==> config.mk <==
export PLATFORM = sky130hd
export DESIGN_NAME = gba_fifo
export DESIGN_NICKNAME = d
export VERILOG_FILES = /design/src/hw/rtl/gba_pkg.sv /design/src/hw/rtl/gba_fifo.sv
export SDC_FILE = /design/constraint.sdc
export NUM_CORES = 1
export LEC_CHECK = 0
export BUFFER_PORTS_ARGS = -buffer_cell sky130_fd_sc_hd__buf_2
export CORE_MARGIN = 1
export CORE_UTILIZATION = 57
export DETAILED_ROUTE_END_ITERATION = 8
export MAX_ROUTING_LAYER = met4
export PLACE_DENSITY = 0.79
export RECOVER_POWER = 25
export SYNTH_ARGS = -nofsm -noshare
export SYNTH_HDL_FRONTEND = slang
export SYNTH_SLANG_ARGS = --single-unit
==> constraint.sdc <==
create_clock -name i_clk -period 4.25 [get_ports i_clk]
set_input_delay 0.85 -clock i_clk [delete_from_list [all_inputs] [get_ports i_clk]]
set_output_delay 0.85 -clock i_clk [all_outputs]
set_load 0.005 [all_outputs]
==> src/hw/rtl/gba_pkg.sv <==
// Shared types and constants for the glyph bilinear alpha blit unit.
// Used by the channel interfaces' users, front, queue, back and top level.
package gba_pkg;

    // Atlas geometry
    localparam int unsigned ATLAS_DIM_DEF = 256;
    localparam int unsigned ATLAS_AW      = 16;
    localparam int unsigned ATLAS_DEPTH   = 65536;

    // Work queue between front and back
    localparam int unsigned FIFO_DEPTH = 4;
    localparam int unsigned FIFO_PW    = 2;

    // Item function codes
    localparam logic FUNC_LOAD   = 1'b0;
    localparam logic FUNC_RENDER = 1'b1;

    // Configuration register indexes
    localparam logic CFG_TEXT_COLOR = 1'b0;
    localparam logic CFG_INV_SCALE  = 1'b1;

    localparam logic [23:0] TEXT_COLOR_RST = 24'hFF_FFFF;
    localparam logic [11:0] INV_SCALE_RST  = 12'd256;

    // One classified item on its way from front to back
    typedef struct packed {
        logic        is_load;
        logic [7:0]  wbyte;
        logic [7:0]  u;
        logic [7:0]  w;
        logic [23:0] dest;
        logic [15:0] row0;
        logic [15:0] row1;
        logic [8:0]  c0;
    } t_work;

    // Queue status seen by the top level
    typedef struct packed {
        logic                 push;
        logic                 pop;
        logic                 full;
        logic                 empty;
        logic [FIFO_PW:0]     count;
    } t_fifo_stat;

endpackage

==> src/hw/rtl/gba_fifo.sv <==
// Short work queue between front and back.
// Depends on gba_pkg.
module gba_fifo (
    input  logic                i_clk,
    input  logic                i_rst_n,
    input  logic                i_push,
    input  gba_pkg::t_work      i_work,
    output logic                o_ready,
    input  logic                i_pop,
    output logic                o_valid,
    output gba_pkg::t_work      o_work,
    output gba_pkg::t_fifo_stat o_stat
);
    import gba_pkg::*;

    t_work              r_slot [FIFO_DEPTH];
    logic [FIFO_PW-1:0] r_wp, r_rp;
    logic [FIFO_PW:0]   r_count;

    assign o_ready = (r_count != (FIFO_PW+1)'(FIFO_DEPTH));
    assign o_valid = (r_count != '0);
    assign o_work  = r_slot[r_rp];

    assign o_stat.push  = i_push;
    assign o_stat.pop   = i_pop;
    assign o_stat.full  = !o_ready;
    assign o_stat.empty = !o_valid;
    assign o_stat.count = r_count;

    // Move pointers and count
    always_ff @(posedge i_clk) begin
        if (!i_rst_n) begin
            r_wp    <= '0;
            r_rp    <= '0;
            r_count <= '0;
        end else begin
            if (i_push) r_wp <= r_wp + 1'b1;
            if (i_pop)  r_rp <= r_rp + 1'b1;
            case ({i_push, i_pop})
                2'b10:   r_count <= r_count + 1'b1;
                2'b01:   r_count <= r_count - 1'b1;
                default: r_count <= r_count;
            endcase
        end
    end

    // Store entries
    always_ff @(posedge i_clk) begin
        if (i_push) r_slot[r_wp] <= i_work;
    end
endmodule

[Word level (Yosys, flattened, before mapping)]
Memory sizes are Yosys's and may differ from the RTL's. A register that Yosys moved wholly into a read port is not among the register bits.
Index checks and enable logic that the tools add are counted.
Cells by class
  $lt $le $gt $ge: 0
  $add $sub $neg: 4
  eq/ne operators: 3
  multiply operators: 0
  reduce and logical (&&, ||, !) cells: 4
  multiplexer cells: 5
  bitwise gates (word level): 0
  shift-type cells: 0
  div/mod/pow operators: 0
Operators by type and width (number)
  case mux 3 bit (2 select lines): 1
  adder 2 x 1 -> 2 bit, second input constant: 2
  two-way mux 2 bit: 2
  adder 3 x 1 -> 3 bit, second input constant: 1
  != test 3 bit, second input constant: 1
  nonzero test 3 bit: 1
  subtractor 3 x 1 -> 3 bit, second input constant: 1
  equality test 2 x 1 -> 1 bit, second input constant: 1
  equality test 2 bit, second input constant: 1
  logical NOT 1 bit: 2
  two-way mux 1 bit: 2
  nonzero test 2 bit: 1
Word-level totals
  register bits: 7
  RAM bits: 360
  bits in read-only memories: 0
  input port bits: 94
  output and inout port bits: 99
  memories kept: 1
  latch bits: 0
Memories
  r_slot: depth 4, width 90, rd ports 1, clocked after Yosys merged registers in 1, write ports 1, RTL line gba_fifo.sv:16  | t_work r_slot [FIFO_DEPTH];

[Logic depth before layout (Yosys ltp)]
  depth in word-level cells: 3
  gate-level depth with buffers: 7

[Least setup slack after synthesis]
No wires, ideal clock.
  path kind: input-to-reg
  start: input port i_push
  end: memory r_slot[0][0] (netlist name) (enable)
  library setup time: 0.458 ns
  setup slack: 0.856 ns
  stages: 1
  arrival time: 2.936 ns
  required time: 3.792 ns
  cell sequence: and2_1
On the way
  word-level cells in the longest chain between the ends: 2
Ends and longest elaborated chain
  start, declared: RTL line gba_fifo.sv:6  | input logic i_push,
  two-way mux 1 bit: RTL line gba_fifo.sv:49  | if (i_push) r_slot[r_wp] <= i_work;
  two-way mux 1 bit (not written as such): RTL line gba_fifo.sv:49
  end, declared: RTL line gba_fifo.sv:16
No other way between the ends.

==> reports/summary.json <==
{
  "post-synth-top-count-cell": {"value": "edfxtp_1"},
  "terminating_pin_of_the_worst_hold_path": {"value": "r_count[2]"},
  "hold_buffers_post_cts": {"value": 0},
  "drt_wl_total": {"value": 24600, "unit": "µm"},
  "groute.layer.met1.usage": {"value": 27.6, "unit": "%"},
  "leakage": {"value": 0.00524, "unit": "µW"},
  "run_status": {"value": "completed"},
  "max_clock_freq": {"value": 0.307, "unit": "GHz"},
  "fillers": {"value": 1536},
  "dr.first_iter.drc_count": {"value": 306},
  "global_routing_usage_on_met2": {"value": 34.0, "unit": "%"},
  "rsz_0062_raised_after_global_routing": {"value": "no"},
  "fin_setup_tns": {"value": 0, "unit": "ns"},
  "pwr_total": {"value": 8030, "unit": "µW"},
  "tritoncts": {"value": "built"},
  "slew_headroom": {"value": 41.5, "unit": "%"},
  "synth.top_cells.by_count": {"value": "edfxtp_1, mux4_2, and2_1"},
  "critPathMaxFanout": {"value": 30},
  "ff2ff_setup_slack": {"value": 2.28, "unit": "ns"},
  "place_area": {"value": 14800, "unit": "µm²"},
  "synthesis.instances": {"value": 521},
  "wl_per_cell": {"value": 22.7, "unit": "µm"},
  "seq_area_frac_synth": {"value": 81.1, "unit": "%"},
  "hold_path_depth": {"value": 2},
  "vdd.ir_drop.worst": {"value": 0.362, "unit": "mV"},
  "synth_area_leaders": {"value": "edfxtp_1, mux4_2, buf_12"},
  "routed-via-count": {"value": 6112},
  "route.antenna.remaining_nets": {"value": 0},
  "multi_input_comb_area": {"value": 2290, "unit": "µm²"},
  "cp_data_arrival_time": {"value": 2.41, "unit": "ns"},
  "reg2reg_to": {"value": "r_slot[1][24]"},
  "synthFlopType": {"value": "edfxtp_1"},
  "synth_largest_type_area_fraction": {"value": 79.8, "unit": "%"},
  "synth_largest_area_cell": {"value": "edfxtp_1"},
  "mappedNetlistNets": {"value": 621},
  "syn_area": {"value": 13600, "unit": "µm²"},
  "power.density_cell_area": {"value": 505, "unit": "nW/µm²"},
  "timing.setup.critical_path_class": {"value": "register to output pin"},
  "grt_pass1_wl": {"value": 36800, "unit": "µm"},
  "antenna_found_initial": {"value": 2},
  "period_needed": {"value": 3.26, "unit": "ns"},
  "top_usage_layer": {"value": "met2"},
  "clk_latency": {"value": 0.51, "unit": "ns"},
  "gr-usage-met3": {"value": 4.81, "unit": "%"},
  "final_cell_area": {"value": 15900, "unit": "µm²"},
  "count_of_final_max_slew_check_failures": {"value": 0},
  "design.portCount": {"value": 193},
  "number_of_buffers_created_by_cts": {"value": 37},
  "avgViaCountPerCell": {"value": 5.64},
  "clkTransAtPathRegs": {"value": 0.06, "unit": "ns"},
  "seqCellArea": {"value": 11000, "unit": "µm²"},
  "synth-edff-count": {"value": 360},
  "cts-root-to-sink-buffers": {"value": 3},
  "synth_cell_types": {"value": 21},
  "drive_gt1_share": {"value": 37.3, "unit": "%"},
  "h-tree-depth": {"value": 2},
  "synthesis.area_per_instance": {"value": 26.0, "unit": "µm²"},
  "post-route-drc-count": {"value": 0},
  "dieHeight": {"value": 156, "unit": "µm"},
  "hpwlAfterDp": {"value": 14500, "unit": "µm"},
  "max_cap_violations": {"value": 0},
  "first_global_vias": {"value": 6507},
  "worst_ep_required_time": {"value": 3.40, "unit": "ns"},
  "tightest_slew": {"value": 0.877, "unit": "ns"},
  "std_cell_rows": {"value": 56},
  "grt.overflow.total": {"value": 0},
  "layout-area-overhead-vs-synth": {"value": 17.3, "unit": "%"},
  "worst_clock_skew": {"value": 0.0114, "unit": "ns"},
  "clock-root-buffer": {"value": "clkbuf_16"},
  "post_cts_buffers": {"value": 0},
  "worst_setup_path_start_kind": {"value": "register"},
  "design.core.area": {"value": 23400, "unit": "µm²"},
  "hold_viol_final": {"value": 0},
  "last_weighted_congestion_value_of_the_routability_driven_placer": {"value": 0.721},
  "worst_reg2reg_path_length_in_cells": {"value": 3},
  "grt_max_degree": {"value": 59},
  "hold_start": {"value": "r_count[2]"},
  "ys_ff_latch": {"value": 369},
  "gr-usage-all-layers": {"value": 21.4, "unit": "%"},
  "min_path_type": {"value": "register to register"},
  "die_area": {"value": 24400, "unit": "µm²"},
  "kind_of_capture_point_of_the_worst_setup_path": {"value": "output pin"},
  "final_min_period_over_clock_period": {"value": 76.6, "unit": "%"},
  "cts.sinks": {"value": 369},
  "layout.nets": {"value": 837},
  "final-setup-viol-count": {"value": 0},
  "startpoint_of_the_worst_slack_reg_to_reg_timing_path": {"value": "r_wp[0]"},
  "die_w": {"value": 156, "unit": "µm"},
  "drt_pass1_iterations": {"value": 5},
  "asyncSetResetFlopFracSynth": {"value": 0, "unit": "%"},
  "numPortBuffers": {"value": 192},
  "initial_core_util": {"value": 57.9, "unit": "%"},
  "synthesis.yosys.warnings": {"value": 0},
  "cts.repair.resized": {"value": 0}
}
[worst max-delay path, stage by stage, from the launching register on]
cell and delay (ns):
dfxtp_4 0.56, buf_4 0.54, mux4_2 0.61, buf_2 0.15
[cell usage in the layout (no fill, tap or decap), drive strengths merged, types with 2 or more instances in the layout]
master    n
and2     10
o21ai     2
clkinv    9
dfxtp     9
or3       2
buf     138
diode     2
ha        5
xnor2     2
xor2      3
inv       9
clkbuf  113
nand2     3
edfxtp  360
mux4     90
bufinv    2
[how the worst max path moves through the flow]
stage	from	end
after floorplan	i_push	r_slot[0][0]
after global placement	register	o_work[56]
after detailed placement	register	o_work[56]
after CTS	register	o_work[50]
after global routing	register	o_work[50]
final	register	o_work[50]
[cell families (layout without fill, tap and decap cells)]
family | count (synthesis) | count (layout) | share of synthesized area, %
AND/OR/NAND/NOR | 17 | 17 | 0.711
multiplexers | 91 | 91 | 15.0
buffers and inverters | 30 | 271 | 2.10
adder cells (fa/ha/maj) | 6 | 6 | 0.609
flip-flops | 369 | 369 | 81.1
XOR/XNOR | 5 | 5 | 0.323
other | 0 | 2 | 0
AO/OA/AOI/OAI | 3 | 3 | 0.129
[metrics by stage]
step / setup slack (ns) / hold WS (ns) / utilization (%) / cells
finish: 0.993 / 0.557 / 67.9 / 1083
global route: 0.827 / 0.560 / 67.9 / 1083
CTS: 0.904 / 0.529 / 68.2 / 1081
detailed placement: 1.47 / 0.536 / 63.3 / 1017
global placement: 1.50 / 0.499 / 63.3 / 1017
floorplan: 0.856 / 0.501 / - / 521
[power by group]
part	leakage, µW	switching, µW	internal (µW)
clock network	0.000573	1250	1850
registers	0.00338	73.8	4180
logic	0.00129	335	342
total	0.00524	1660	6370
[per-layer routing]
metal	vias to the layer above	part of all wire [%]
met5	-	0
met4	0	2.7
met3	44	6.5
met2	244	50
met1	3172	41
li1	2652	-
[registers in the layout, indices dropped and copies added (netlist names), named ones only]
signal   count
r_count      3
r_rp         2
r_slot     360
r_wp         2
[cell type report]
cell class	count	area share, %
multi-input combinational	122	14.4
sequential	369	69.2
antenna	2	0.0315
tap	319	2.51
inverter	8	0.189
clock buffer	52	6.64
clock inverter	12	0.685
timing repair buffer	199	6.37
No activity file was read; power rests on OpenSTA's default activity.
