**config.mk**
```make
export PLATFORM = sky130hd
export DESIGN_NAME = gba_front_flat
export DESIGN_NICKNAME = d
export VERILOG_FILES = /design/src/hw/rtl/gba_pkg.sv /design/src/hw/rtl/gba_if.sv /design/src/hw/rtl/gba_front.sv /design/src/flat_wrapper.sv
export SDC_FILE = /design/constraint.sdc
export NUM_CORES = 1
export LEC_CHECK = 0
export BUFFER_PORTS_ARGS = -buffer_cell sky130_fd_sc_hd__clkbuf_2
export CAP_MARGIN = 40
export CORE_MARGIN = 2
export CORE_UTILIZATION = 55
export CTS_CLUSTER_SIZE = 10
export DETAILED_ROUTE_END_ITERATION = 10
export PLACE_DENSITY = 0.86
export REMOVE_ABC_BUFFERS = 1
export SYNTH_ARGS = -nofsm -noshare
export SYNTH_HDL_FRONTEND = slang
export SYNTH_SLANG_ARGS = --single-unit
```
**constraint.sdc**
```tcl
create_clock -name i_clk -period 10.65 [get_ports i_clk]
set_clock_uncertainty 0.2 [all_clocks]
set_input_delay 1.065 -clock i_clk [delete_from_list [all_inputs] [get_ports i_clk]]
set_output_delay 1.065 -clock i_clk [all_outputs]
set_load 0.005 [all_outputs]
```
**src/hw/rtl/gba_pkg.sv**
```systemverilog
// Shared types and constants for the glyph bilinear alpha blit unit.
// Used by the channel interfaces' users, front, queue, back and top level.
package gba_pkg;

    // Atlas geometry
    localparam int unsigned ATLAS_DIM_DEF = 256;
    localparam int unsigned ATLAS_AW      = 16;
    localparam int unsigned ATLAS_DEPTH   = 65536;

    // Work queue between front and back
    localparam int unsigned FIFO_DEPTH = 4;
    localparam int unsigned FIFO_PW    = 2;

    // Item function codes
    localparam logic FUNC_LOAD   = 1'b0;
    localparam logic FUNC_RENDER = 1'b1;

    // Configuration register indexes
    localparam logic CFG_TEXT_COLOR = 1'b0;
    localparam logic CFG_INV_SCALE  = 1'b1;

    localparam logic [23:0] TEXT_COLOR_RST = 24'hFF_FFFF;
    localparam logic [11:0] INV_SCALE_RST  = 12'd256;

    // One classified item on its way from front to back
    typedef struct packed {
        logic        is_load;
        logic [7:0]  wbyte;
        logic [7:0]  u;
        logic [7:0]  w;
        logic [23:0] dest;
        logic [15:0] row0;
        logic [15:0] row1;
        logic [8:0]  c0;
    } t_work;

    // Queue status seen by the top level
    typedef struct packed {
        logic                 push;
        logic                 pop;
        logic                 full;
        logic                 empty;
        logic [FIFO_PW:0]     count;
    } t_fifo_stat;

endpackage

```
**src/hw/rtl/gba_if.sv**
```systemverilog
// Valid/ready channel interfaces for render/load items and blended pixels.
// No dependencies.
interface gba_in_if;
    logic        valid;
    logic        ready;
    logic        func;
    logic [15:0] atlas_addr;
    logic [7:0]  atlas_byte;
    logic [7:0]  glyph_left;
    logic [7:0]  glyph_top;
    logic [7:0]  glyph_wide;
    logic [7:0]  glyph_tall;
    logic [10:0] pix_col;
    logic [10:0] pix_row;
    logic [23:0] dest_pixel;

    modport source (output valid, func, atlas_addr, atlas_byte, glyph_left, glyph_top,
                    glyph_wide, glyph_tall, pix_col, pix_row, dest_pixel, input ready);
    modport sink   (input valid, func, atlas_addr, atlas_byte, glyph_left, glyph_top,
                    glyph_wide, glyph_tall, pix_col, pix_row, dest_pixel, output ready);
endinterface


```
**src/hw/rtl/gba_front.sv**
```systemverilog
// Front end: accepts items, maps the pixel center into the glyph and forms row bases.
// Depends on gba_pkg and gba_in_if.
module gba_front #(
    parameter int unsigned ATLAS_DIM = gba_pkg::ATLAS_DIM_DEF
) (
    input  logic           i_clk,
    input  logic           i_rst_n,
    gba_in_if.sink         i_in,
    input  logic [11:0]    i_inv_scale,
    input  logic           i_fifo_ready,
    output logic           o_push,
    output gba_pkg::t_work o_work
);
    import gba_pkg::*;

    localparam int unsigned DIM_W = $clog2(ATLAS_DIM + 1);
    localparam int unsigned MUL_W = 9 + DIM_W;

    logic en_f;

    // Stage 1 registers
    logic        r_f1_valid, n_f1_valid;
    logic        r_f1_load;
    logic [15:0] r_f1_addr;
    logic [7:0]  r_f1_byte, r_f1_left, r_f1_top, r_f1_wide, r_f1_tall;
    logic [23:0] r_f1_dest, r_f1_px, r_f1_py;

    // Stage 2 registers
    logic        r_f2_valid;
    logic        r_f2_load;
    logic [15:0] r_f2_addr;
    logic [7:0]  r_f2_byte, r_f2_u, r_f2_w;
    logic [23:0] r_f2_dest;
    logic [8:0]  r_f2_r0, r_f2_c0;

    // Stage 3 registers
    logic  r_f3_valid;
    t_work r_f3_work, n_f3_work;

    logic [23:0] px_sub, py_sub;
    logic [22:0] px_p, py_p;
    logic [15:0] lim_x, lim_y, pos_x, pos_y;
    logic [MUL_W-1:0] mul0, mul1;

    // Stall the whole front only when the last stage cannot leave
    assign en_f       = !r_f3_valid || i_fifo_ready;
    assign i_in.ready = en_f;
    assign o_push     = r_f3_valid && i_fifo_ready;
    assign o_work     = r_f3_work;

    // Drop empty glyphs here; loads always go on
    assign n_f1_valid = i_in.valid && (i_in.func == FUNC_LOAD ||
                        (i_in.glyph_wide != 8'd0 && i_in.glyph_tall != 8'd0));

    // Clamp the source position into the glyph
    always_comb begin
        px_sub = r_f1_px - 24'd256;
        py_sub = r_f1_py - 24'd256;
        px_p   = (r_f1_px < 24'd256) ? 23'd0 : px_sub[23:1];
        py_p   = (r_f1_py < 24'd256) ? 23'd0 : py_sub[23:1];
        lim_x  = {r_f1_wide - 8'd1, 8'h00};
        lim_y  = {r_f1_tall - 8'd1, 8'h00};
        pos_x  = (px_p > 23'(lim_x)) ? lim_x : px_p[15:0];
        pos_y  = (py_p > 23'(lim_y)) ? lim_y : py_p[15:0];
    end

    // Row bases of the two sample rows
    always_comb begin
        mul0 = MUL_W'(r_f2_r0) * MUL_W'(ATLAS_DIM);
        mul1 = (MUL_W'(r_f2_r0) + MUL_W'(1)) * MUL_W'(ATLAS_DIM);
        n_f3_work.is_load = r_f2_load;
        n_f3_work.wbyte   = r_f2_byte;
        n_f3_work.u       = r_f2_u;
        n_f3_work.w       = r_f2_w;
        n_f3_work.dest    = r_f2_dest;
        if (r_f2_load) begin
            n_f3_work.row0 = r_f2_addr;
            n_f3_work.row1 = r_f2_addr;
            n_f3_work.c0   = 9'd0;
        end else begin
            n_f3_work.row0 = 16'(mul0);
            n_f3_work.row1 = 16'(mul1);
            n_f3_work.c0   = r_f2_c0;
        end
    end

    // Advance control
    always_ff @(posedge i_clk) begin
        if (!i_rst_n) begin
            r_f1_valid <= 1'b0;
            r_f2_valid <= 1'b0;
            r_f3_valid <= 1'b0;
        end else if (en_f) begin
            r_f1_valid <= n_f1_valid;
            r_f2_valid <= r_f1_valid;
            r_f3_valid <= r_f2_valid;
        end
    end

    // Advance payload
    always_ff @(posedge i_clk) begin
        if (en_f) begin
            r_f1_load <= (i_in.func == FUNC_LOAD);
            r_f1_addr <= i_in.atlas_addr;
            r_f1_byte <= i_in.atlas_byte;
            r_f1_left <= i_in.glyph_left;
            r_f1_top  <= i_in.glyph_top;
            r_f1_wide <= i_in.glyph_wide;
            r_f1_tall <= i_in.glyph_tall;
            r_f1_dest <= i_in.dest_pixel;
            r_f1_px   <= {i_in.pix_col, 1'b1} * i_inv_scale;
            r_f1_py   <= {i_in.pix_row, 1'b1} * i_inv_scale;

            r_f2_load <= r_f1_load;
            r_f2_addr <= r_f1_addr;
            r_f2_byte <= r_f1_byte;
            r_f2_dest <= r_f1_dest;
            r_f2_u    <= pos_x[7:0];
            r_f2_w    <= pos_y[7:0];
            r_f2_r0   <= 9'(r_f1_top) + 9'(pos_y[15:8]);
            r_f2_c0   <= 9'(r_f1_left) + 9'(pos_x[15:8]);

            r_f3_work <= n_f3_work;
        end
    end
endmodule

```
**src/flat_wrapper.sv**
```systemverilog
// flat-port wrapper written by rule: the top's interface ports become plain ports
module gba_front_flat import gba_pkg::*;
#(
    parameter int unsigned ATLAS_DIM = gba_pkg::ATLAS_DIM_DEF
)
  (i_clk, i_rst_n, i_inv_scale, i_fifo_ready, o_push, o_work, i_in_valid, i_in_func, i_in_atlas_addr, i_in_atlas_byte, i_in_glyph_left, i_in_glyph_top, i_in_glyph_wide, i_in_glyph_tall, i_in_pix_col, i_in_pix_row, i_in_dest_pixel, i_in_ready);
  gba_in_if i_in_i ();
  input  logic i_clk;
  input  logic i_rst_n;
  input  logic [11:0] i_inv_scale;
  input  logic i_fifo_ready;
  output logic o_push;
  output gba_pkg::t_work o_work;
  input wire logic [$bits(i_in_i.valid)-1:0] i_in_valid;
  input wire logic [$bits(i_in_i.func)-1:0] i_in_func;
  input wire logic [$bits(i_in_i.atlas_addr)-1:0] i_in_atlas_addr;
  input wire logic [$bits(i_in_i.atlas_byte)-1:0] i_in_atlas_byte;
  input wire logic [$bits(i_in_i.glyph_left)-1:0] i_in_glyph_left;
  input wire logic [$bits(i_in_i.glyph_top)-1:0] i_in_glyph_top;
  input wire logic [$bits(i_in_i.glyph_wide)-1:0] i_in_glyph_wide;
  input wire logic [$bits(i_in_i.glyph_tall)-1:0] i_in_glyph_tall;
  input wire logic [$bits(i_in_i.pix_col)-1:0] i_in_pix_col;
  input wire logic [$bits(i_in_i.pix_row)-1:0] i_in_pix_row;
  input wire logic [$bits(i_in_i.dest_pixel)-1:0] i_in_dest_pixel;
  output wire logic [$bits(i_in_i.ready)-1:0] i_in_ready;
  assign i_in_i.valid = i_in_valid;
  assign i_in_i.func = i_in_func;
  assign i_in_i.atlas_addr = i_in_atlas_addr;
  assign i_in_i.atlas_byte = i_in_atlas_byte;
  assign i_in_i.glyph_left = i_in_glyph_left;
  assign i_in_i.glyph_top = i_in_glyph_top;
  assign i_in_i.glyph_wide = i_in_glyph_wide;
  assign i_in_i.glyph_tall = i_in_glyph_tall;
  assign i_in_i.pix_col = i_in_pix_col;
  assign i_in_i.pix_row = i_in_pix_row;
  assign i_in_i.dest_pixel = i_in_dest_pixel;
  assign i_in_ready = i_in_i.ready;
  gba_front #(.ATLAS_DIM(ATLAS_DIM)) u_core (.i_clk(i_clk), .i_rst_n(i_rst_n), .i_in(i_in_i), .i_inv_scale(i_inv_scale), .i_fifo_ready(i_fifo_ready), .o_push(o_push), .o_work(o_work));
endmodule
```
Word-level counts from Yosys, hierarchy flattened
Index checks and enable logic that the tools add are counted.
{ "classes": {"n_addsub": 7, "div": 0, "reduce_logical": 8, "n_lt_le_gt_ge": 4, "n_bitwise": 1, "n_mux": 5, "n_shift": 0, "n_eq_ne": 0, "mul": 2} }
{ "op_table": {"columns": ["op", "count"], "rows": [
  ["24-bit by 9-bit less-than comparator with 1-bit output, second input constant", 2],
  ["12-bit by 12-bit multiplier with 24-bit output", 2],
  ["24-bit by 9-bit subtractor with 24-bit output, second input constant", 2],
  ["23-bit by 16-bit greater-than comparator with 1-bit output", 2],
  ["23-bit 2-to-1 mux", 2],
  ["41-bit 2-to-1 mux", 1],
  ["16-bit 2-to-1 mux", 2],
  ["8-bit nonzero test", 2],
  ["8-bit by 1-bit subtractor with 8-bit output, second input constant", 2],
  ["8-bit by 8-bit adder with 9-bit output", 1],
  ["8-bit by 1-bit adder with 8-bit output, second input constant", 1],
  ["8-bit adder", 1],
  ["1-bit logical AND", 3],
  ["1-bit logical OR", 2],
  ["1-bit zero test", 1],
  ["1-bit inverter", 1]
]} }
{ "totals": {"latch_bits": 0, "output_inout_bits": 92, "inputBits": 119, "n_memories": 0, "elab_cells": 57, "rom_bits": 0, "reg_bits": 296, "mem_bits_rw": 0} }

Longest topological paths before layout
Gate-level depths: netlist of the first run.
{ "depth": {"ltp_word": 5, "ltp_mapped": 25, "depth_no_buf": 23} }

Least setup slack after synthesis of the first run
OpenSTA, ideal clock, no wires.
{ "synth_path": {"path_kind": "input -> output", "from": "in i_fifo_ready", "to": "out i_in_ready", "stages": 2, "arrival_ps": 6816, "required_time_ps": 9385, "n_path_buf": 0, "slack_ps": 2569, "path_cell_list": "nor2b_1 inv_1"} }
{ "synth_via": {"elab_chain_len": 1} }
{ "synth_lines": {"columns": ["item", "line_no", "source"], "rows": [
  ["start, declared", "flat_wrapper.sv:11", "input logic i_fifo_ready;"],
  ["1-bit logical OR", "gba_front.sv:46", "assign en_f = !r_f3_valid || i_fifo_ready;"],
  ["end, declared", "flat_wrapper.sv:25", "output wire logic [$bits(i_in_i.ready)-1:0] i_in_ready;"]
]} }
Every way passes these cells.

Worst setup path in the final report of the first run
{ "layout_path": {"from": "in i_inv_scale[5]", "to": "reg u_core.r_f1_px[22] (data pin)"} }
{ "layout_via": {"elab_chain_len": 1} }
{ "layout_lines": {"columns": ["item", "line_no", "source"], "rows": [
  ["start, declared", "flat_wrapper.sv:10", "input logic [11:0] i_inv_scale;"],
  ["12-bit by 12-bit multiplier with 24-bit output", "gba_front.sv:111", "r_f1_px <= {i_in.pix_col, 1'b1} * i_inv_scale;"],
  ["end signal, assigned", "gba_front.sv:111", null],
  ["end, declared", "gba_front.sv:26", "logic [23:0] r_f1_dest, r_f1_px, r_f1_py;"]
]} }
Every way passes these cells.
A chain may end at the register's enable or synchronous reset.

==> results of run 1 <==
[per-layer routing]
metal | part of all wire | up-vias | wire, µm | GRT usage
li1 | - | 6169 | - | -
met1 | 0.41 | 6494 | 16300 | 0.267
met2 | 0.49 | 447 | 19600 | 0.360
met3 | 0.074 | 67 | 2970 | 0.0434
met4 | 0.024 | 0 | 970 | 0.0607
met5 | 0 | - | 0 | 0
[flip-flops by register name, indices dropped and copies added, names as in the netlist, 9 cells and up]
name,count
u_core.r_f1_dest,24
u_core.r_f2_c0,9
u_core.o_work,82
u_core.r_f1_px,23
u_core.r_f2_dest,24
u_core.r_f1_py,23
u_core.r_f2_addr,16
u_core.r_f1_addr,16
[area by class of cell]
cell class              count  area (µm²)  area share
flip-flops and latches    294        8800       0.383
multi-input cells        1114       10400       0.451
inverters                 297        1120      0.0488
clock buffers              44         931      0.0405
repair buffers            217        1140      0.0494
clock inverters             6        48.8     0.00212
well taps                 468         586      0.0255
[worst max path at each step]
stage	startpoint	endpoint	cells past startpoint
floorplan	i_fifo_ready	i_in_ready	2
global placement	i_inv_scale[5]	u_core.r_f1_px[22]$_DFFE_PP_	17
detailed placement	i_inv_scale[5]	u_core.r_f1_px[22]$_DFFE_PP_	17
CTS	i_inv_scale[5]	u_core.r_f1_px[22]$_DFFE_PP_	17
global route	i_inv_scale[5]	u_core.r_f1_px[22]$_DFFE_PP_	17
finish	i_inv_scale[5]	u_core.r_f1_px[22]$_DFFE_PP_	17
[layout by cell type (no fill, tap or decap), drive strengths merged, types with 7 or more instances in the layout]
master | synthesis | layout
nand3 | 11 | 11
nor2b | 17 | 17
a21oi | 43 | 43
ha | 160 | 160
fa | 202 | 202
clkbuf | 55 | 254
and3 | 10 | 10
inv | 297 | 298
and2 | 134 | 134
a21o | 16 | 16
edfxtp | 291 | 291
xnor2 | 58 | 58
nand2 | 199 | 199
nor3 | 22 | 22
o21ai | 40 | 40
nor2 | 58 | 58
o21a | 12 | 12
buf | 11 | 7
nor4 | 10 | 10
nand2b | 11 | 11
xor2 | 13 | 13
[power by group]
| part | switching (mW) | internal (mW) |
|---|---|---|
| clock | 0.432 | 0.612 |
| combinational | 1.57 | 1.24 |
| sequential | 0.100 | 1.62 |
| total | 2.10 | 3.47 |
[per-stage QoR]
| stage | hold WS [ns] | cell area, µm² |
|---|---|---|
| after floorplan | 0.200 | 20300 |
| after global placement | 0.201 | 22000 |
| after detailed placement | 0.205 | 22000 |
| after CTS | 0.213 | 23000 |
| after global routing | 0.220 | 23000 |
| final | 0.202 | 23000 |
[worst register-to-register path, delay by kind of cell (launching register included)]
family          cells  cell delay [ns]
flops               1             0.45
compound gates      8             1.92
buf+inv             1             0.04
fa+ha+maj           2             0.61
xor+xnor            2             0.32
simple gates        7             1.85
[kinds of logic after synthesis]
kind of cell               count (synthesis)  synth area share
buffers and inverters                    363            0.0682
xor gates and xnor gates                  71            0.0302
AOI/OAI and AO/OA                        170            0.0540
adders and majority gates                362             0.294
muxes                                      8           0.00408
and+or+nand+nor                          503             0.122
DFF                                      294             0.428
==> summary.txt, run 1 <==
Critical path
  • Critical path data required time: about 11 ns
  • Critical path's slowest cell: fa_1
  • Buffers & Inverters on Critical Path: 4
  • Reg2reg start: u_core.r_f1_py[12]$_DFFE_PP_
  • Worst-path fanout max: 24
  • R2R Setup Slk: 4.98 ns
  • Setup crit end kind: register
  • Worst path most repeated cell: fa_1
  • Worst reg-to-reg path cell count: 20
  • Crit path kind: in2reg
  • Delay-heaviest family, CP: adder cells
  • R2r endpoint: u_core.r_f2_r0[7]$_DFFE_PP_
  • CP peak stage delay: roughly 0.57 ns
  • Critical-path cell list: clkbuf_2, nand2_1, fa_1, inv_1, fa_1, fa_1, fa_1, inv_1, fa_1, inv_1, ha_1, and3_1, and3_1, a221oi_1, o21ai_0, and4b_1, or3_1
  • Startpoint Class: input port
  • Arr. time, crit path: 6.53 ns

Yosys
  • Register area share after synthesis: 0.428
  • Commonest cells post-synth: 297 x inv_1, 291 x edfxtp_1, 202 x fa_1
  • Primary FF master, synth: edfxtp_1
  • Top-area cell type share of the netlist area: 0.425
  • Synth unique cells: between 60 and 70
  • Mapped cell area: 20,600 µm²
  • Count leader, synth: inv_1
  • Post-synth top area cell: edfxtp_1
  • Seq cells post-synth: 294
  • Synth Area per Inst: 11.6 µm²
  • Ys Warns: 0
  • Ranking of synthesized cells by area: edfxtp_1 43%, fa_1 20%, ha_1 9.7%
  • Syn Inst Count: about 1,800
  • Asr flop ratio synth: 0
  • Post-synth EDFFs: around 290

Power and ir drop
  • IR drop worst, VDD: 0.196 mV
  • Total power: 5.57 mW
  • Static leakage: 10.7 nW
  • PwrDens: 242 nW/µm²

Die
  • Initial Utilization: 0.560
  • Chip Height: 197 µm
  • Die area: 38,900 µm²
  • Core Region: about 37,000 µm²
  • Rows: 70
  • IO Pins: 211
  • Die W: 197 µm

Global routing
  • Largest net degree at the start of global routing: 74
  • First-pass GRT wire length: 65,000 µm
  • Total congestion overflow: 0
  • Gr usage total: 0.209
  • Number of antenna violations at the first check in global routing: 0
  • Vias in the first global route: about 13,000

Placement
  • RD Place Congestion: roughly 0.9
  • Post-DP HPWL: about 30,000 µm
  • Dpl ws: 3.66 ns
  • IO buf count: 210
  • Post-Place Cells: 2,390

Clock tree
  • Cts repair resizes: 0
  • Clock tree buffer depth: 3
  • CTS Sinks: between 200 and 300
  • Clk_lat worst skew: around 0.53 ns
  • Clk root buf: clkbuf_16
  • Number of H-tree levels: 2
  • Post-CTS Repair Setup Buffers: 0
  • CTS tree: done
  • Clock transition at the registers of the reported paths: approximately 0.07 ns
  • CTS Buf Count: 36
  • Hold-fix buffers at CTS: 0

Cells and area
  • Area grow syn2layout: 11.8%
  • Filler instances: 2,749
  • Net count, final: 2,441
  • Util after Layout: 0.626
  • Share of layout cells above drive strength 1: 0.138
  • Ant diodes: 0
  • Final non-filler cell total: 2,440

Routing
  • Drt drc: 0
  • DRT Pass-1 Iters: 6
  • Via density per instance: 5.40
  • Iteration-0 DRC count of the detailed router: 772
  • WL/cell: 16.3 µm
  • Final antenna-violating net count: 0
  • Routed WL: about 40,000 µm
  • Vias post-DR: 13,177

STA
  • FMAX: 155 MHz
  • Unrepaired setup endpoints after global routing: no
  • Slew margin rel.: 0.453
  • Slew Limit Fails: 0
  • Setup ws final: 4.20 ns
  • Final worst path period need: 6.45 ns
  • Crit share post-route: 0.606
  • Final setup vio count: 0
  • Final Hold Vio Count: 0
  • Setup TNS: 0 ns
  • Actual slew at the worst max-slew pin: roughly 0.8 ns

Run status
  • Status: completed

Job
  • Max cap viols: 0

Worst hold path
  • Worst Hold End: u_core.r_f2_byte[3]$_DFFE_PP_
  • Hold Crit Depth: 0
  • Tightest Hold Check Type: reg2reg
  • HP Start: u_core.r_f1_byte[3]$_DFFE_PP_
No activity file was read; power rests on OpenSTA's default activity.
==> run 2, diff against run 1 <==
PLACE_DENSITY = 0.89   (was 0.86)
clock period = 5.3 ns   (was 10.65 ns; I/O delays follow)
==> run 2 against run 1 <==
  * Sequential cell count unchanged
  * Setup slack got worse by 4.1 ns
  * First-iteration DRC count increased by 11%
  * Worst hold slack got worse by 0.18 ns
  * Design area increased by 7.3%
  * Global-route usage increased by 1.8 points
  * Via count increased by 6.8%
  * Core utilization increased by 4.6 points
  * Largest power group unchanged
==> summary.txt, run 2 (synthesis results as in run 1) <==
STA
  • Final setup vio count: 0 (unchanged)
  • Slew Limit Fails: 0 (unchanged)
  • Hold slack: 0.0197 ns (-0.182 ns)
  • Final worst path period need: 5.21 ns
  • FMAX: 192 MHz
  • Final Hold Vio Count: 0 (unchanged)
  • Crit share post-route: 0.983
  • Slew margin rel.: 0.460 (+0.00698)
  • Actual slew at the worst max-slew pin: 0.811 ns (-0.0105 ns)

Global routing
  • Largest net degree at the start of global routing: 149 (+100%)
  • First-pass GRT wire length: 70,400 µm (+8.3%)
  • Number of antenna violations at the first check in global routing: 2 (+2)
  • Gr usage total: 0.226 (+0.0176)
  • Vias in the first global route: 14,673 (+9.3%)
  • Total congestion overflow: 0 (unchanged)

Clock tree
  • CTS Sinks: 294 (unchanged)
  • CTS Buf Count: 35 (-2.8%)
  • Clock transition at the registers of the reported paths: 0.05 ns (-0.02 ns)
  • Number of H-tree levels: 2 (unchanged)
  • Post-CTS Repair Setup Buffers: 0 (unchanged)
  • Clk_lat worst skew: 0.51 ns (-0.02 ns)
  • CTS tree: done
  • Clock tree buffer depth: 3 (unchanged)
  • Clk root buf: clkbuf_16

Routing
  • Vias post-DR: 14,070 (+6.8%)
  • Iteration-0 DRC count of the detailed router: 856 (+11%)
  • Final antenna-violating net count: 0 (unchanged)
  • DRT Pass-1 Iters: 5 (-1)
  • Via density per instance: 5.37 (-0.52%)
  • Routed WL: 43,200 µm (+8.4%)
  • WL/cell: 16.5 µm (+0.99%)
  • Drt drc: 0 (unchanged)

Critical path
  • Critical path data required time: 5.33 ns (-5.40 ns)
  • R2R Setup Slk: 0.18 ns (-4.80 ns)
  • Crit path kind: in2reg
  • Setup crit end kind: register
  • Startpoint Class: input port
  • Arr. time, crit path: 5.24 ns (-1.29 ns)
  • Worst-path fanout max: 3 (-88%)

Power and ir drop
  • Sequential share of power: 0.279 (-0.030)
  • Clk network pwr share: 0.165 (-0.022)
  • Sw frac: 0.371 (-0.00518)
  • Static leakage: 11.6 nW (+8.3%)
  • Comb power frac: 0.557 (+0.053)
  • IR drop worst, VDD: 0.469 mV (+140%)
  • Switching power: 4.64 mW (+120%)
  • Cell Int Power: 7.85 mW (+130%)
  • PwrDens: 506 nW/µm² (+110%)

Cells and area
  • Filler instances: 2,534 (-7.8%)
  • Share of layout cells above drive strength 1: 0.197 (+0.0583)
  • Post-route cell area: 24,700 µm² (+7.3%)
  • Commonest cells after routing, fill and taps aside: 296 x inv_1, 291 x edfxtp_1, 210 x clkbuf_2, 202 x fa_1, 199 x nand2_1
  • Util after Layout: 0.672 (+0.0457)
  • Largest register FFs: 82 (unchanged)
  • Most common cell after layout, fill and taps aside: inv_1
  • Area grow syn2layout: 19.9%
  • Net count, final: 2,620 (+7.3%)

Die
  • Die area: 38,900 µm² (unchanged)
  • Rows: 70 (unchanged)
  • Initial Utilization: 0.560 (unchanged)
  • Chip Height: 197 µm (unchanged)
  • Core Region: 36,700 µm² (unchanged)
  • IO Pins: 211 (unchanged)
  • Die W: 197 µm (unchanged)

Placement
  • Post-DP HPWL: 32,300 µm (+7.5%)
  • RD Place Congestion: 0.919 (+1.9%)
  • Cell Area, Placed: 23,000 µm² (+4.7%)
  • IO buf count: 210 (unchanged)

Run status
  • Status: completed

Worst hold path
  • Tightest Hold Check Type: in2reg

Job
  • Max cap viols: 0 (unchanged)
[run 2: repair_timing]
item | CTS | global route
pin swaps | 0 | 11
cloned | 0 | 0
hold buffers | 50 | 1
endpoints found under the setup margin | 2 | 18
gates resized for setup | 4 | 39
hold endpoints to repair | 50 | 1
[run 2: cell type report]
cell class,instances,area [µm²],share of cell area
Clock buffer,45,913,0.0370
Clock inverter,3,37.5,0.00152
Inverter,297,1120,0.0455
Multi-Input combinational cell,1114,10500,0.426
Sequential cell,294,8800,0.357
Timing Repair Buffer,397,2710,0.110
Antenna cell,1,2.50,0.000101
Tap cell,468,586,0.0237
[run 2: worst paths after layout]
| check | from | endpoint | cells after the start |
|---|---|---|---|
| worst max-delay path | i_in_pix_col[4] | u_core.r_f1_px[22]$_DFFE_PP_ | 16 |
| worst min-delay path | i_in_dest_pixel[20] | u_core.r_f1_dest[20]$_DFFE_PP_ | 1 |
| worst max register to register | u_core.r_f1_py[12]$_DFFE_PP_ | u_core.r_f2_r0[7]$_DFFE_PP_ | 22 |
| worst min register to register | u_core.r_f1_addr[2]$_DFFE_PP_ | u_core.r_f2_addr[2]$_DFFE_PP_ | 0 |
[run 2: stage by stage]
step                total power [mW]  TNS [ns]  cells  worst slack, ns
detailed placement              10.1     -6.16   2519           -0.540
finish                          12.5         0   2619           0.0904
global route                    13.5   -0.0298   2618          -0.0200
CTS                             12.2         0   2617           0.0182
global placement                9.77     -4.41   2518           -0.390
floorplan                       7.81   -536.92   1705            -1.93
[run 2: power by group through the flow]
stage / registers [mW] / clock network [mW] / logic, mW
floorplan: 3.46 / 0 / 4.35
global placement: 3.48 / 0 / 6.29
detailed placement: 3.51 / 0 / 6.61
CTS: 3.46 / 2.07 / 6.69
global route: 3.52 / 2.18 / 7.83
finish: 3.48 / 2.05 / 6.95
[run 2: critical path, cell delays in order]
cell	delay, ns
clkbuf_2	0.10
and2_1	0.17
fa_1	0.52
fa_1	0.56
fa_1	0.44
fa_1	0.54
inv_1	0.05
fa_1	0.53
inv_1	0.04
ha_1	0.31
and3_1	0.23
and3_4	0.20
a221oi_2	0.29
o21ai_2	0.11
and4b_1	0.24
or3_1	0.37
[run 2: per-layer routing]
layer  global-route usage  part of all wire
met3               0.0411             0.071
met4               0.0738             0.029
met5                    0           0.00069
met1                0.282              0.40
met2                0.400              0.50
==> run 3, diff against run 2 <==
CELL_PAD_IN_SITES_DETAIL_PLACEMENT = 2   (was default)
CELL_PAD_IN_SITES_GLOBAL_PLACEMENT = 2   (was default)
CORE_UTILIZATION = 37   (was 55)
CTS_CLUSTER_DIAMETER = 200   (was default)
==> run 3 against run 2 <==
  * The flow now finishes with violations (setup timing)
  * Sequential share of layout area shrank 1.3 points
  * Sequential power rose by 2%
  * Design area rose by 3.8%
  * Clock power rose by 7%
  * Global-route usage grew 1.7 points
  * Core utilization down 21 points
  * Maximum frequency shrank 1.9%
  * Die area is 48% higher
  * Sequential cell count unchanged
  * Largest power group unchanged
==> summary.txt, run 3 (synthesis results as in run 1) <==
Run status
  • Status: complete, but fails checks
  • Failing checks: setup timing

STA
  • Setup ws final: -0.0124 ns (-0.103 ns)
  • Final setup vio count: 2 (+2)
  • Slew Limit Fails: 0 (unchanged)
  • Final worst path period need: 5.31 ns (+0.103 ns)
  • Unrepaired setup endpoints after global routing: yes
  • FMAX: 188 MHz (-1.9%)
  • Slew margin rel.: 0.388 (-0.0716)
  • Final Hold Vio Count: 0 (unchanged)
  • Hold slack: 0.00964 ns (-0.0101 ns)
  • Crit share post-route: 1.00 (+0.0194)
  • Actual slew at the worst max-slew pin: 0.905 ns (+0.0946 ns)

Die
  • Die area: 57,500 µm² (+48%)
  • Chip Height: 240 µm (+21%)
  • IO Pins: 211 (unchanged)
  • Die W: 240 µm (+21%)
  • Core Region: 55,000 µm² (+50%)
  • Initial Utilization: 0.374 (-0.186)
  • Rows: 86 (+23%)

Critical path
  • Critical path's slowest cell: fa_1
  • Setup crit end kind: register
  • CP peak stage delay: 0.60 ns (+0.04 ns)
  • Critical path data required time: 5.35 ns (+0.02 ns)
  • Startpoint Class: input port
  • Delay-heaviest family, CP: adder cells
  • Worst-path fanout max: 5 (+2)
  • Crit path kind: in2reg
  • Arr. time, crit path: 5.36 ns (+0.12 ns)
  • R2R Setup Slk: 0.08 ns (-0.10 ns)
  • Worst path most repeated cell: inv_1
  • Critical-path cell list: buf_2, buf_4, buf_4, nand2_1, fa_1, inv_1, ha_1, inv_1, fa_1, inv_1, fa_1, inv_1, fa_1, inv_1, ha_1, buf_4, nor2_2, nand2_2, o221a_4, a31o_2, nand2_2, nand2_1, xor2_2
  • Buffers & Inverters on Critical Path: 9 (+6)

Job
  • Max cap viols: 0 (unchanged)

Routing
  • Via density per instance: 5.03 (-6.3%)
  • Routed WL: 70,700 µm (+64%)
  • Drt drc: 0 (unchanged)
  • Iteration-0 DRC count of the detailed router: 548 (-36%)
  • Highest Signal Layer: met4
  • Final antenna-violating net count: 0 (unchanged)
  • DRT Pass-1 Iters: 4 (-1)
  • WL/cell: 24.0 µm (+46%)
  • Met3 WL post-DR: 3220 µm (+4.3%)
  • DR WL met2: 39,000 µm (+80%)
  • Vias post-DR: 14,806 (+5.2%)
  • Metal-1 WL: 25,900 µm (+51%)

Cells and area
  • Area grow syn2layout: 24.5%
  • Filler instances: 5,617 (+120%)
  • Net count, final: 2,662 (+1.6%)
  • Commonest cells after routing, fill and taps aside: 295 x inv_1, 291 x edfxtp_1, 204 x clkbuf_2, 199 x fa_1, 195 x nand2_1
  • Util after Layout: 0.466 (-0.206)
  • Largest register FFs: 82 (unchanged)
  • Post-route cell area: 25,600 µm² (+3.8%)
  • Share of layout cells above drive strength 1: 0.224 (+0.0272)
  • Most common cell after layout, fill and taps aside: inv_1

Clock tree
  • Clock tree buffer depth: 3 (unchanged)
  • CTS Sinks: 294 (unchanged)
  • Clk_lat worst skew: 0.53 ns (+0.02 ns)
  • Number of H-tree levels: 2 (unchanged)
  • CTS tree: done
  • CTS Buf Count: 35 (unchanged)
  • Clk root buf: clkbuf_16
  • Clock transition at the registers of the reported paths: 0.05 ns (about the same)

Worst hold path
  • Tightest Hold Check Type: in2reg

Global routing
  • Total congestion overflow: 0 (unchanged)
  • Largest net degree at the start of global routing: 128 (-14%)
  • First-pass GRT wire length: 105,000 µm (+50%)
  • Vias in the first global route: 17,665 (+20%)
  • Number of antenna violations at the first check in global routing: 2 (unchanged)
  • Gr usage total: 0.244 (+0.0175)

Placement
  • Post-DP HPWL: 51,400 µm (+59%)
  • IO buf count: 210 (unchanged)
  • RD Place Congestion: 0.838 (-8.8%)
  • Cell Area, Placed: 23,500 µm² (+2.0%)
  • Dpl ws: -0.778 ns (-0.238 ns)

Power and ir drop
  • IR drop worst, VDD: 0.323 mV (-31%)
  • PwrDens: 554 nW/µm² (+9.4%)
  • Static leakage: 11.9 nW (+2.2%)
  • Total power: 14.2 mW (+14%)
run 3: cell count changes in the layout (fill, tap and decap cells not counted), sizes merged:
cell / change
bufbuf: +1
buf: +35
clkbuf: -5
dlygate4sd3: +12
run 3: where the power goes:
part / internal (mW) / leakage (nW) / switching (mW)
logic: 3.90 / 8.24 / 4.54
clock network: 1.21 / 0.462 / 0.987
registers: 3.26 / 3.16 / 0.282
total: 8.38 / 11.9 / 5.80
run 3: final cells by class:
class	count	area, µm²	area share
Timing Repair Buffer	439	3110	0.121
Tap cell	748	936	0.0366
Inverter	297	1120	0.0438
Clock buffer	46	917	0.0358
Sequential cell	294	8800	0.344
Multi-Input combinational cell	1114	10700	0.417
Antenna cell	1	2.50	0.0000978
Clock inverter	3	41.3	0.00161
run 3: timing repair:
action	4_1_cts	5_1_grt
pin swaps	4	22
hold endpoints to repair	60	3
gates resized for setup	31	83
setup buffers	0	9
hold buffers	60	3
setup endpoints to repair	18	26
cloned	1	0
run 3: worst register-to-register path, delay by kind of cell (launching register included):
| kind | cells | cell delay (ns) |
|---|---|---|
| adders and majority gates | 2 | 0.55 |
| AOI/OAI and AO/OA | 9 | 1.71 |
| DFF | 1 | 0.35 |
| and+or+nand+nor | 7 | 1.57 |
| xor gates and xnor gates | 2 | 0.29 |
| buffers and inverters | 2 | 0.29 |
run 3: stage by stage:
stage          TNS [ns]  std cells
6_report        -0.0164       2942
5_1_grt          -0.967       2941
4_1_cts         -0.0328       2929
3_5_place_dp     -13.88       2819
3_3_place_gp      -6.98       2818
2_1_floorplan   -536.92       1705
run 3: layer usage:
metal / global-route usage / vias up
met5: 0 / -
met4: 0.0843 / 0
met3: 0.0377 / 131
met2: 0.476 / 372
met1: 0.263 / 7678
li1: - / 6625
run 3: final timing paths:
kind | depth (start not counted) | start | end
min | 1 | i_in_atlas_addr[2] | u_core.r_f1_addr[2]$_DFFE_PP_
max reg2reg | 22 | u_core.r_f1_py[23]$_DFFE_PP_ | u_core.r_f2_r0[7]$_DFFE_PP_
min reg2reg | 0 | u_core.r_f2_dest[16]$_DFFE_PP_ | u_core.o_work[57]$_DFFE_PP_
max | 23 | i_inv_scale[6] | u_core.r_f1_px[17]$_DFFE_PP_
